$ cat src/satlb_pkg.sv
`default_nettype none
package satlb_pkg;

   localparam int unsigned DEF_SETS = 16;
   localparam int unsigned DEF_WAYS = 4;

   localparam int unsigned OP_W    = 2;
   localparam int unsigned VPN_W   = 36;
   localparam int unsigned PPN_W   = 40;
   localparam int unsigned STAMP_W = 48;
   localparam int unsigned CNT_W   = 32;

   // The set index is the sum of per-nibble residues of the vpn, then reduced below SETS.
   // Nine nibble residues sum to less than 256 * SETS, so eight compare-and-subtract
   // steps finish the reduction, two per cycle after the summing cycle.
   localparam int unsigned MOD_CHUNK_W   = 4;
   localparam int unsigned MOD_CHUNKS    = VPN_W / MOD_CHUNK_W;
   localparam int unsigned MOD_RED_STEPS = 8;
   localparam int unsigned MOD_RED_PER   = 2;
   localparam int unsigned MOD_STEPS     = 1 + MOD_RED_STEPS / MOD_RED_PER;

   typedef enum logic [OP_W-1:0] {
      OP_LOOKUP = 2'd0,
      OP_INSERT = 2'd1,
      OP_CLEAR  = 2'd2,
      OP_UNUSED = 2'd3
   } op_type;

   typedef struct packed {
      logic req_ready;
      logic capture;
      logic mod_step;
      logic walk_start;
      logic rd_issue;
      logic way_next;
      logic best_update;
      logic hit_set;
      logic ins_write;
      logic sweep_step;
      logic finish_load;
   } cmd_type;

   typedef struct packed {
      logic   req_valid;
      logic   sweep_done;
      logic   mod_done;
      op_type op;
      logic   is_match;
      logic   is_invalid;
      logic   last_way;
      logic   rsp_free;
   } status_type;

endpackage
`default_nettype wire

$ cat src/satlb_ctrl.sv
`default_nettype none
module satlb_ctrl (
   input  logic                   clock,
   input  logic                   reset,
   input  satlb_pkg::status_type  status,
   output satlb_pkg::cmd_type     cmd
);
   import satlb_pkg::*;

   typedef enum logic [5:0] {
      ST_SWEEP  = 6'b000001,
      ST_IDLE   = 6'b000010,
      ST_MOD    = 6'b000100,
      ST_READ   = 6'b001000,
      ST_CHECK  = 6'b010000,
      ST_FINISH = 6'b100000
   } state_type;

   state_type state_ff;
   state_type state_in;

   always_comb begin
      state_in = state_ff;
      cmd      = '0;
      unique case (state_ff)
         ST_SWEEP: begin
            cmd.sweep_step = 1'b1;
            if (status.sweep_done) begin
               state_in = ST_IDLE;
            end
         end
         ST_IDLE: begin
            cmd.req_ready = 1'b1;
            if (status.req_valid) begin
               cmd.capture = 1'b1;
               state_in    = ST_MOD;
            end
         end
         ST_MOD: begin
            if (!status.mod_done) begin
               cmd.mod_step = 1'b1;
            end else if (status.op == OP_LOOKUP || status.op == OP_INSERT) begin
               cmd.walk_start = 1'b1;
               state_in       = ST_READ;
            end else begin
               state_in = ST_FINISH;
            end
         end
         ST_READ: begin
            cmd.rd_issue = 1'b1;
            state_in     = ST_CHECK;
         end
         ST_CHECK: begin
            if (status.op == OP_LOOKUP) begin
               if (status.is_match) begin
                  cmd.hit_set = 1'b1;
                  state_in    = ST_FINISH;
               end else if (status.last_way) begin
                  state_in = ST_FINISH;
               end else begin
                  cmd.way_next = 1'b1;
                  state_in     = ST_READ;
               end
            end else begin
               if (status.is_invalid || status.last_way) begin
                  cmd.ins_write = 1'b1;
                  state_in      = ST_FINISH;
               end else begin
                  cmd.best_update = 1'b1;
                  cmd.way_next    = 1'b1;
                  state_in        = ST_READ;
               end
            end
         end
         ST_FINISH: begin
            if (status.rsp_free) begin
               cmd.finish_load = 1'b1;
               state_in        = ST_IDLE;
            end
         end
         default: begin
            state_in = ST_SWEEP;
         end
      endcase
   end

   always_ff @(posedge clock) begin
      if (reset) begin
         state_ff <= ST_SWEEP;
      end else begin
         state_ff <= state_in;
      end
   end

endmodule
`default_nettype wire

$ cat config.mk
export PLATFORM = sky130hd
export DESIGN_NAME = satlb_ctrl
export DESIGN_NICKNAME = d
export VERILOG_FILES = /design/src/satlb_pkg.sv /design/src/satlb_ctrl.sv
export SDC_FILE = /design/constraint.sdc
export NUM_CORES = 1
export LEC_CHECK = 0
export ABC_AREA = 1
export BUFFER_PORTS_ARGS = -buffer_cell sky130_fd_sc_hd__buf_2
export CORE_AREA = 2 2 39 41
export DETAILED_ROUTE_END_ITERATION = 8
export DIE_AREA = 0 0 41 43
export PLACE_DENSITY = 0.69
export SLEW_MARGIN = 25
export SYNTH_ARGS = -nofsm -noshare
export SYNTH_HDL_FRONTEND = slang
export SYNTH_SLANG_ARGS = --single-unit
$ cat constraint.sdc
create_clock -name clock -period 2.22 [get_ports clock]
set_input_delay 0.444 -clock clock [delete_from_list [all_inputs] [get_ports clock]]
set_output_delay 0.444 -clock clock [all_outputs]
set_load 0.01 [all_outputs]
* Yosys cells after proc, flatten, opt, wreduce, memory -nomap -nowiden
Cells that the tools add are included.
** Word-level totals
- Logic and storage cells :: 46
- Bits of input ports :: 11
- Bits in registers :: 6
- Output and inout port bits :: 11
** Operators by class
- Eq/ne operators :: 11
- Reductions and logical operators :: 4
- Mux-type cells :: 30
** Operators by type and width (number)
- $mux 6 :: 9
- $pmux 6 s6 :: 1
- $mux 1 :: 16
- $ne 2x2->1 const B :: 4
- $eq 6x1->1 const B :: 1
- $eq 6x2->1 const B :: 1
- $eq 6x3->1 const B :: 1
- $eq 6x4->1 const B :: 1
- $eq 6x5->1 const B :: 1
- $eq 6x6->1 const B :: 1
- $mux 2 :: 3
- $mux 4 :: 1
- $reduce_and 4->1 :: 1
- $eq 2x1->1 const B :: 1
- $logic_not 2->1 :: 1
- $logic_or 1x1->1 :: 2

* Depth between registers and ports, before layout
Gate-level depths: netlist of the first run.
- Depth after elaboration :: 5
- Depth in mapped cells :: 9
- Gate-level depth less buffers :: 9

* Worst setup path after synthesis of the first run
No wires, ideal clock.
- Kind :: input-to-output
- Start point :: in status[1] (netlist name)
- End point :: out cmd[5] (netlist name)
- Data arrival time :: 1.039 ns
- Slack :: 0.737 ns
- Buffers on the path :: 0
- Required time :: 1.776 ns
- Stages on the path :: 4
- Path through :: or2_1 > o21ai_0 > nand2_1 > nor2_1
** RTL lines
- start, declared :: line satlb_ctrl.sv:5 : input satlb_pkg::status_type status,
- end, declared :: line satlb_ctrl.sv:6 : output satlb_pkg::cmd_type cmd

==> impl_metrics.tcl, run 1 <==
set metrics [dict create \
    top_level_ports 22 \
    seqPwrFrac_pct 37.3 \
    final_util_pct 44.0 \
    synth_top_area_share_pct 25.6 \
    end_kind "output port" \
    drive_above_1_share_pct 30.7 \
    reg_top3 "state_ff: 6 flops" \
    timing.rr.end "state_ff[3]" \
    slew_headroom_pct 84.1 \
    vias_per_cell 4.65 \
    clkPwrFrac_pct 29.5 \
    cpMostUsedCell "nor2_4" \
    clock-root-buffer "clkbuf_4" \
    crit_end "cmd[4]" \
    placementRows 14 \
    cp_num_buf_inv 2 \
    ys_seq_area_share_pct 25.6 \
    irDropWorstVdd_v 0.000246 \
    area_growth_pct 29.9 \
    finalSetupViolCount 0 \
    dpl.hpwl_um 917 \
    multi_input_area_sq_um 278 \
    place_inst 114 \
    swShare_pct 35.6 \
    synth_flop_cell "dfxtp_1" \
    rr_worst_depth 7 \
    path_cells "nor2_4, nand2_4, nor2_4, inv_2, nor3_1, buf_2" \
    max_freq_ghz 0.560 \
    maxSlewViolCount 0 \
    power-per-cell-area_mw_per_mm2 568 \
    ys_types 18 \
    cts_hold_buf 0 \
    post-place-ws_ps 538 \
    crit_cells 6 \
    synth_warnings 0 \
    start_kind "flop" \
    ys_ff_latch 6 \
    power_frac_comb_pct 33.2 \
    synth_top_family_by_area "simple AND/OR/NAND/NOR gates" \
    clk_latency_ps 240 \
    worst_slack_ps 433 \
    synth_fa_ha_area_share_pct 0 \
    hold_violations 0 \
    grt_setup_unrepaired "false" \
    fillers 163 \
    synth-compound-area-share_pct 6.93 \
    finClkSkew_ps 2.21 \
    fin_cells 117 \
    drt-initial-drc-count 8 \
    grt_pass1_vias 472 \
    synth_area_leaders "dfxtp_1, inv_1, nand2_1" \
    p_leak_nw 0.371 \
    core_sq_mm 0.00138 \
    grt_overflow_total 0 \
    cts_setup_buffers 0 \
    p_int_w 0.000223 \
    slowest_delay_ps 340 \
    regArea_sq_um 120 \
    wl_per_cell_um 9.00 \
    fin_tns_setup_ps 0 \
    largest_reg_flops 6 \
    grt_max_degree 8 \
    nets 114 \
    worstSetupPathType "reg2out" \
    wl_um 1050 \
    avgSynthCellArea_sq_um 6.02 \
    synth.most_common_cell "inv_1" \
    cts_sinks 6 \
    r2r-start "state_ff[3]" \
    grt.total_usage_pct 14.8 \
    syn_inst 78 \
    top_register "state_ff" \
    fin_crit_sh_pct 80.5 \
    fin_total_pwr_w 0.000346 \
    worst_path_max_delay_cell "dfxtp_1" \
    cts_buffer_depth 2 \
    die_w_um 41 \
    clkTransAtPathRegs_ps 50 \
    initial_core_util_pct 33.9 \
    drv_cap 0 \
    min_period_ps 1790 \
    synthMuxAreaShare_pct 0 \
    arrival_ps 1340 \
    synthXorXnorAreaFrac_pct 0 \
    critPathRequiredTime_ps 1780 \
    antenna_cells 0 \
    dieHeight_um 43 \
    crit_fanout 6 \
    status "completed" \
    p_sw_w 0.000123 \
    htree_levels 1 \
    cpLargestDelayFamily "simple AND/OR/NAND/NOR gates" \
    drc 0 \
    synth_edf_count 0 \
    cts_tree "built" \
    routabilityCongestion 0.768 \
    r2r_setup_slack_ps 1050 \
    grt_pass1_wl_um 1730 \
    cts-buffers-inserted 3 \
    antenna_left 0 \
    dr.pass1.iters 4 \
    vias 544 \
    worstSetupStartpoint "state_ff[3]" \
    synth_simple_gate_area_share_pct 52.3 \
    antenna_found_initial 0 \
    synth_nets 89 \
    yosys-top-cells-count "inv_1, nand2_1, nor2_1" \
    syn_area_sq_um 469 \
    worstMarginPinSlew_ps 235 \
    fp.dieArea_sq_mm 0.00176 \
    ys_async_sr_fraction_pct 0 \
    yosysTopAreaCell "dfxtp_1" \
    io_buffers 21 \
    hp-class "in2reg" \
    ctsResizeCount 0 \
]
## cells by family (layout without fill, tap and decap cells)
| family | after synthesis | count (layout) |
|---|---|---|
| AND/OR/NAND/NOR | 48 | 48 |
| buffers and inverters | 18 | 41 |
| flip-flops | 6 | 6 |
| AO/OA/AOI/OAI | 6 | 6 |
## power groups by stage
stage	sequential, W	clock [W]	combinational, W
after global routing	0.000130	0.000120	0.000130
after detailed placement	0.000132	0	0.000115
final	0.000129	0.000102	0.000115
after floorplan	0.000130	0	0.0000828
after global placement	0.000131	0	0.000112
after CTS	0.000130	0.000106	0.000115
## worst min-delay path by stage
stage	from	end	slack (ps)	depth (start not counted)
floorplan	reset	state_ff[1]	510	1
detailed placement	reset	state_ff[5]	630	2
CTS	reset	state_ff[5]	370	2
global route	reset	state_ff[5]	370	2
finish	reset	state_ff[5]	380	2
global placement	state_ff[1]	state_ff[1]	630	4
## metrics by stage
stage | instance area (sq um) | hold slack (ps)
2_1_floorplan | 469 | 513
3_3_place_gp | 587 | 630
3_5_place_dp | 587 | 630
4_1_cts | 609 | 370
5_1_grt | 609 | 366
6_report | 609 | 383
## cell usage in the layout (no fill, tap or decap)
cell       n
a21oi_1    2
and3_1     1
buf_2     21
clkbuf_4   3
dfxtp_1    6
inv_1     16
inv_2      1
nand2_1   15
nand2_4    1
nand3_1    5
nand4_1    5
nor2_1    14
nor2_2     1
nor2_4     4
nor3_1     1
o21a_1     1
o21ai_0    2
o21ai_1    1
or2_1      1
## layout make-up
cell class | count | share of cell area (%)
Sequential cell | 6 | 19.7
Timing Repair Buffer | 21 | 17.2
Tap cell | 16 | 3.29
Multi-Input combinational cell | 54 | 45.6
Clock buffer | 3 | 3.70
Inverter | 17 | 10.5
## routing by layer
layer / wire, um / part of all wire (%) / vias up / GRT usage [%]
li1: - / - / 289 / -
met1: 445 / 42 / 234 / 16.0
met2: 523 / 50 / 21 / 21.9
met3: 85 / 8.1 / 0 / 8.38
met4: 0 / 0 / 0 / 8.00
met5: 0 / 0 / - / 0
Note: power is estimated with default switching activity, not from simulation.
==> run 2: changes to the inputs <==
- PLACE_DENSITY: 0.69 -> 0.72
- clock period: 2.22 -> 1.5 ns (I/O delays scaled with it)
==> run 2 against run 1 <==
Sequential power increased by 51%. Global-route usage increased by 1.9 points. Total power increased by 53%. Register-to-register slack got worse by 900 ps. Cell count increased by 3.4%. The flow now finishes with violations (negative setup slack). Largest cell class unchanged. First-iteration DRC count increased by 50%. Count of clock-buffer cells in the layout unchanged. Sequential cell count unchanged. Highest routed layer is now met4. Clock skew about the same. Worst hold slack got worse by 160 ps.
==> impl_metrics.tcl, run 2 (same netlist as run 1, synthesis figures left out) <==
set metrics [dict create \
    cts_sinks 6 \
    clk_latency_ps 250 \
    irDropWorstVdd_v 0.000352 \
    wl_um 1210 \
    cts_hold_buf 0 \
    drive_above_1_share_pct 41.9 \
    start_kind "flop" \
    end_kind "output port" \
    r2r-start "state_ff[3]" \
    hp-start "reset" \
    crit_fanout 5 \
    clkTransAtPathRegs_ps 40 \
    io_buffers 21 \
    largest_reg_flops 6 \
    multi_input_area_sq_um 295 \
    arrival_ps 1270 \
    seqPwrFrac_pct 36.8 \
    clkPwrFrac_pct 28.8 \
    htree_levels 1 \
    antenna_found_initial 0 \
    grt_pass1_wl_um 1930 \
    grt_max_degree 6 \
    min_period_ps 1570 \
    vias_per_cell 4.73 \
    maxSlewViolCount 0 \
    grt_overflow_total 0 \
    die_w_um 41 \
    initial_core_util_pct 33.9 \
    grt_pass1_vias 494 \
    antenna_cells 0 \
    cts-buffers-inserted 3 \
    hold_depth 2 \
    worstMarginPinSlew_ps 247 \
    power-per-cell-area_mw_per_mm2 798 \
    drv_cap 0 \
    fillers 141 \
    reg_top3 "state_ff: 6 flops" \
    violations "negative setup slack" \
    hold_end "state_ff[1]" \
    top_register "state_ff" \
    area_growth_pct 41.6 \
    hp-class "in2reg" \
    fp.dieArea_sq_mm 0.00176 \
    rr_worst_depth 8 \
    nets 118 \
    drt-initial-drc-count 12 \
    power_frac_comb_pct 34.4 \
    post-place-ws_ps 89.0 \
    antenna_left 0 \
    dr_wl_met3_um 90 \
    dr.pass1.iters 4 \
    worst_slack_ps -74.8 \
    worstSetupPathType "reg2out" \
    placementRows 14 \
    clock-root-buffer "clkbuf_4" \
    cts_buffer_depth 2 \
    critPathRequiredTime_ps 1200 \
    max_freq_ghz 0.635 \
    final_common_cell "buf_2" \
    drc 0 \
    finalSetupViolCount 7 \
    dieHeight_um 43 \
    cts_tree "built" \
    slew_headroom_pct 83.4 \
    grt_setup_unrepaired "true" \
    finClkSkew_ps 2.32 \
    routed.top_layer "met4" \
    regArea_sq_um 124 \
    timing.rr.end "state_ff[1]" \
    core_sq_mm 0.00138 \
    fin_crit_sh_pct 105 \
    wl_met1_um 491 \
    dpl.hpwl_um 865 \
    swShare_pct 36.0 \
    grt.total_usage_pct 16.8 \
    vias 572 \
    p_sw_w 0.000191 \
    dr_wl_met2_um 580 \
    routabilityCongestion 0.818 \
    hold_violations 0 \
    status "finished with violations" \
    p_leak_nw 0.388 \
    top_level_ports 22 \
    mostFrequentLayoutCells "buf_2, inv_1, nand2_1, nor2_1" \
    wl_per_cell_um 10.0 \
    r2r_setup_slack_ps 150 \
    p_int_w 0.000339 \
    fin_total_pwr_w 0.000530 \
]
==> run 2: changes by cell type in the layout (fill, tap and decap cells not counted), sizes merged <==
cell and change:
buf +4
==> run 2: final cells by class <==
cell class	count	area share, %
Multi-Input combinational cell	54	44.4
Timing Repair Buffer	25	20.9
Sequential cell	6	18.6
Inverter	17	9.60
Clock buffer	3	3.39
Tap cell	16	3.01
==> run 2: per-layer routing <==
metal	up-vias	global-route usage (%)
met4	0	14.0
met1	239	19.2
met5	-	0
met3	5	3.66
li1	298	-
met2	30	24.7
==> run 2: worst max path at each step <==
stage / from / endpoint / slack [ps]
final: state_ff[0] / cmd[7] / -70
after detailed placement: status[1] / cmd[5] / 90
after global routing: state_ff[0] / cmd[4] / -160
after global placement: state_ff[3] / cmd[4] / 130
after CTS: state_ff[1] / cmd[4] / -100
after floorplan: state_ff[3] / cmd[4] / 220
==> run 2: worst max-delay path: stages (launching register included) <==
cell and delay [ps]:
dfxtp_2 330, nor2_4 200, and3_4 230, nand2_2 50
nor2_1 80, buf_2 130
==> run 2: timing repair <==
item,CTS,global route
endpoints found under the setup margin,6,11
pin swaps,8,5
endpoints found under the hold margin,0,0
resized for setup,6,4
buffers inserted,2,2
==> run 2: stage by stage <==
step	instances	setup TNS, ps	hold slack [ps]	area (sq um)	util [%]
2_1_floorplan	78	0	369	469	-
3_3_place_gp	114	0	498	587	42.4
3_5_place_dp	114	0	491	587	42.4
4_1_cts	119	-435	220	642	46.4
5_1_grt	121	-1060	222	664	48.0
6_report	121	-382	227	664	48.0
==> run 2: power groups by stage <==
stage | Sequential (W) | Clock, W | Combinational, W
finish | 0.000195 | 0.000153 | 0.000183
global route | 0.000196 | 0.000170 | 0.000203
CTS | 0.000193 | 0.000158 | 0.000176
detailed placement | 0.000195 | 0 | 0.000170
global placement | 0.000194 | 0 | 0.000166
floorplan | 0.000193 | 0 | 0.000123
==> run 3: changes to the inputs <==
- PLACE_DENSITY: 0.72 -> 0.69
- RECOVER_POWER: unset -> 50
- clock period: 1.5 -> 1.6 ns (I/O delays scaled with it)
==> run 3 against run 2 <==
The flow now finishes without violations. First-iteration DRC count shrank 25%. Sequential share of layout area grew 0.65 points. Count of clock-buffer cells in the layout unchanged. Clock skew down 1.5 ps. Critical path depth stayed put. Total power down 8.8%. Final area decreased by 3.4%. Cell count stayed put. Register-to-register slack gained 160 ps. Worst setup slack improved by 110 ps. Non-clock buffer count did not move. Critical endpoint unchanged. Largest cell class unchanged. Highest routed layer unchanged.
==> impl_metrics.tcl, run 3 (same netlist as run 1, synthesis figures left out) <==
set metrics [dict create \
    design_area_sq_um 642 \
    fillers 156 \
    wl_um 1140 \
    arrival_ps 1250 \
    fin_cells 121 \
    hp-class "in2reg" \
    slew_headroom_pct 82.7 \
    area_growth_pct 36.8 \
    antenna_found_initial 0 \
    worstSetupPathType "reg2out" \
    grt.total_usage_pct 14.6 \
    cp_num_buf_inv 1 \
    clk_latency_ps 250 \
    p_int_w 0.000313 \
    irDropWorstVdd_v 0.000317 \
    p_leak_nw 0.389 \
    grt_max_degree 8 \
    finClkSkew_ps 0.823 \
    fin_crit_sh_pct 97.9 \
    seqPwrFrac_pct 37.7 \
    vias 553 \
    reg_top3 "state_ff: 6 flops" \
    maxSlewViolCount 0 \
    initial_core_util_pct 33.9 \
    wl_per_cell_um 9.40 \
    power-per-cell-area_mw_per_mm2 754 \
    end_kind "output port" \
    swShare_pct 35.3 \
    clkTransAtPathRegs_ps 40 \
    power_frac_comb_pct 32.9 \
    cts_tree "built" \
    cts-buffers-inserted 3 \
    top_register "state_ff" \
    drv_cap 0 \
    start_kind "flop" \
    nets 118 \
    dpl.hpwl_um 917 \
    post-place-ws_ps 158 \
    io_buffers 21 \
    grt_overflow_total 0 \
    grt_setup_unrepaired "true" \
    antenna_left 0 \
    place_inst 114 \
    dr.pass1.iters 2 \
    placementRows 14 \
    worstMarginPinSlew_ps 257 \
    cts_sinks 6 \
    final_util_pct 46.4 \
    antenna_cells 0 \
    cpLargestDelayFamily "simple AND/OR/NAND/NOR gates" \
    drc 0 \
    path_cells "nor2_4, and3_1, nand2_1, nor2_1, buf_2" \
    core_sq_mm 0.00138 \
    p_sw_w 0.000171 \
    vias_per_cell 4.57 \
    min_period_ps 1570 \
    hold_violations 0 \
    die_w_um 41 \
    final_common_cell "buf_2" \
    routabilityCongestion 0.766 \
    fp.dieArea_sq_mm 0.00176 \
    grt_pass1_vias 486 \
    clkPwrFrac_pct 29.4 \
    cts_buffer_depth 2 \
    mostFrequentLayoutCells "buf_2, inv_1, nor2_1, nand2_1" \
    finalSetupViolCount 0 \
    status "completed" \
    drive_above_1_share_pct 35.2 \
    critPathRequiredTime_ps 1280 \
    crit_fanout 7 \
    slowest_delay_ps 320 \
    drt-initial-drc-count 9 \
    worst_slack_ps 33.1 \
    dieHeight_um 43 \
    largest_reg_flops 6 \
    max_freq_ghz 0.638 \
    htree_levels 1 \
    cts_hold_buf 0 \
    top_level_ports 22 \
    grt_pass1_wl_um 1710 \
    clock-root-buffer "clkbuf_4" \
    dpl_cell_area_sq_um 587 \
    worst_path_max_delay_cell "dfxtp_1" \
]
==> run 3: cell types whose count changed in the layout (fill, tap and decap cells not counted) <==
cell | before | now
and3_1 | 0 | 1
and3_4 | 1 | 0
buf_6 | 1 | 0
clkbuf_1 | 0 | 1
inv_1 | 15 | 16
inv_2 | 2 | 1
nand2_1 | 14 | 15
nand2_2 | 1 | 0
nor2_1 | 12 | 15
nor2_2 | 3 | 0
==> run 3: timing repair <==
action / CTS / global route
setup endpoints to repair: 3 / 6
pin swaps: 4 / 3
resized for setup: 2 / 3
setup buffers: 3 / 1
cloned: 0 / 0
==> run 3: path summary, 6_finish.rpt <==
path          startpoint           to  slack (ps)  cells after the start
max          state_ff[5]       cmd[7]          30                      5
min                reset  state_ff[1]         250                      2
max reg2reg  state_ff[3]  state_ff[1]         310                      7
min reg2reg  state_ff[0]  state_ff[1]         620                      3
==> run 3: final cells by class <==
type                    count  area (sq um)  share of cell area (%)
multi-input cells          54           280                    43.7
repair buffers             25           131                    20.5
flip-flops and latches      6           124                    19.3
inverters                  17          63.8                    9.94
clock buffers               3          22.5                    3.51
well taps                  16          20.0                    3.12
==> run 3: per-stage QoR <==
stage	setup TNS [ps]	hold slack (ps)	power, W
6_report	0	251	0.000484
5_1_grt	-166	253	0.000518
4_1_cts	-6.58	249	0.000486
3_5_place_dp	0	510	0.000342
3_3_place_gp	0	517	0.000338
2_1_floorplan	0	389	0.000295
==> run 3: power by group through the flow <==
stage          sequential (W)  clock [W]  combinational [W]
6_report             0.000182   0.000142           0.000159
5_1_grt              0.000184   0.000156           0.000178
4_1_cts              0.000181   0.000144           0.000162
3_5_place_dp         0.000182          0           0.000160
3_3_place_gp         0.000182          0           0.000156
2_1_floorplan        0.000181          0           0.000115
==> run 3: routing by layer <==
layer | routed length (um) | part of all wire, % | global-route usage, %
met1 | 493 | 43 | 15.5
met2 | 543 | 48 | 23.4
met3 | 77 | 6.8 | 5.24
met4 | 23 | 2.0 | 8.00
met5 | 0 | 0 | 0
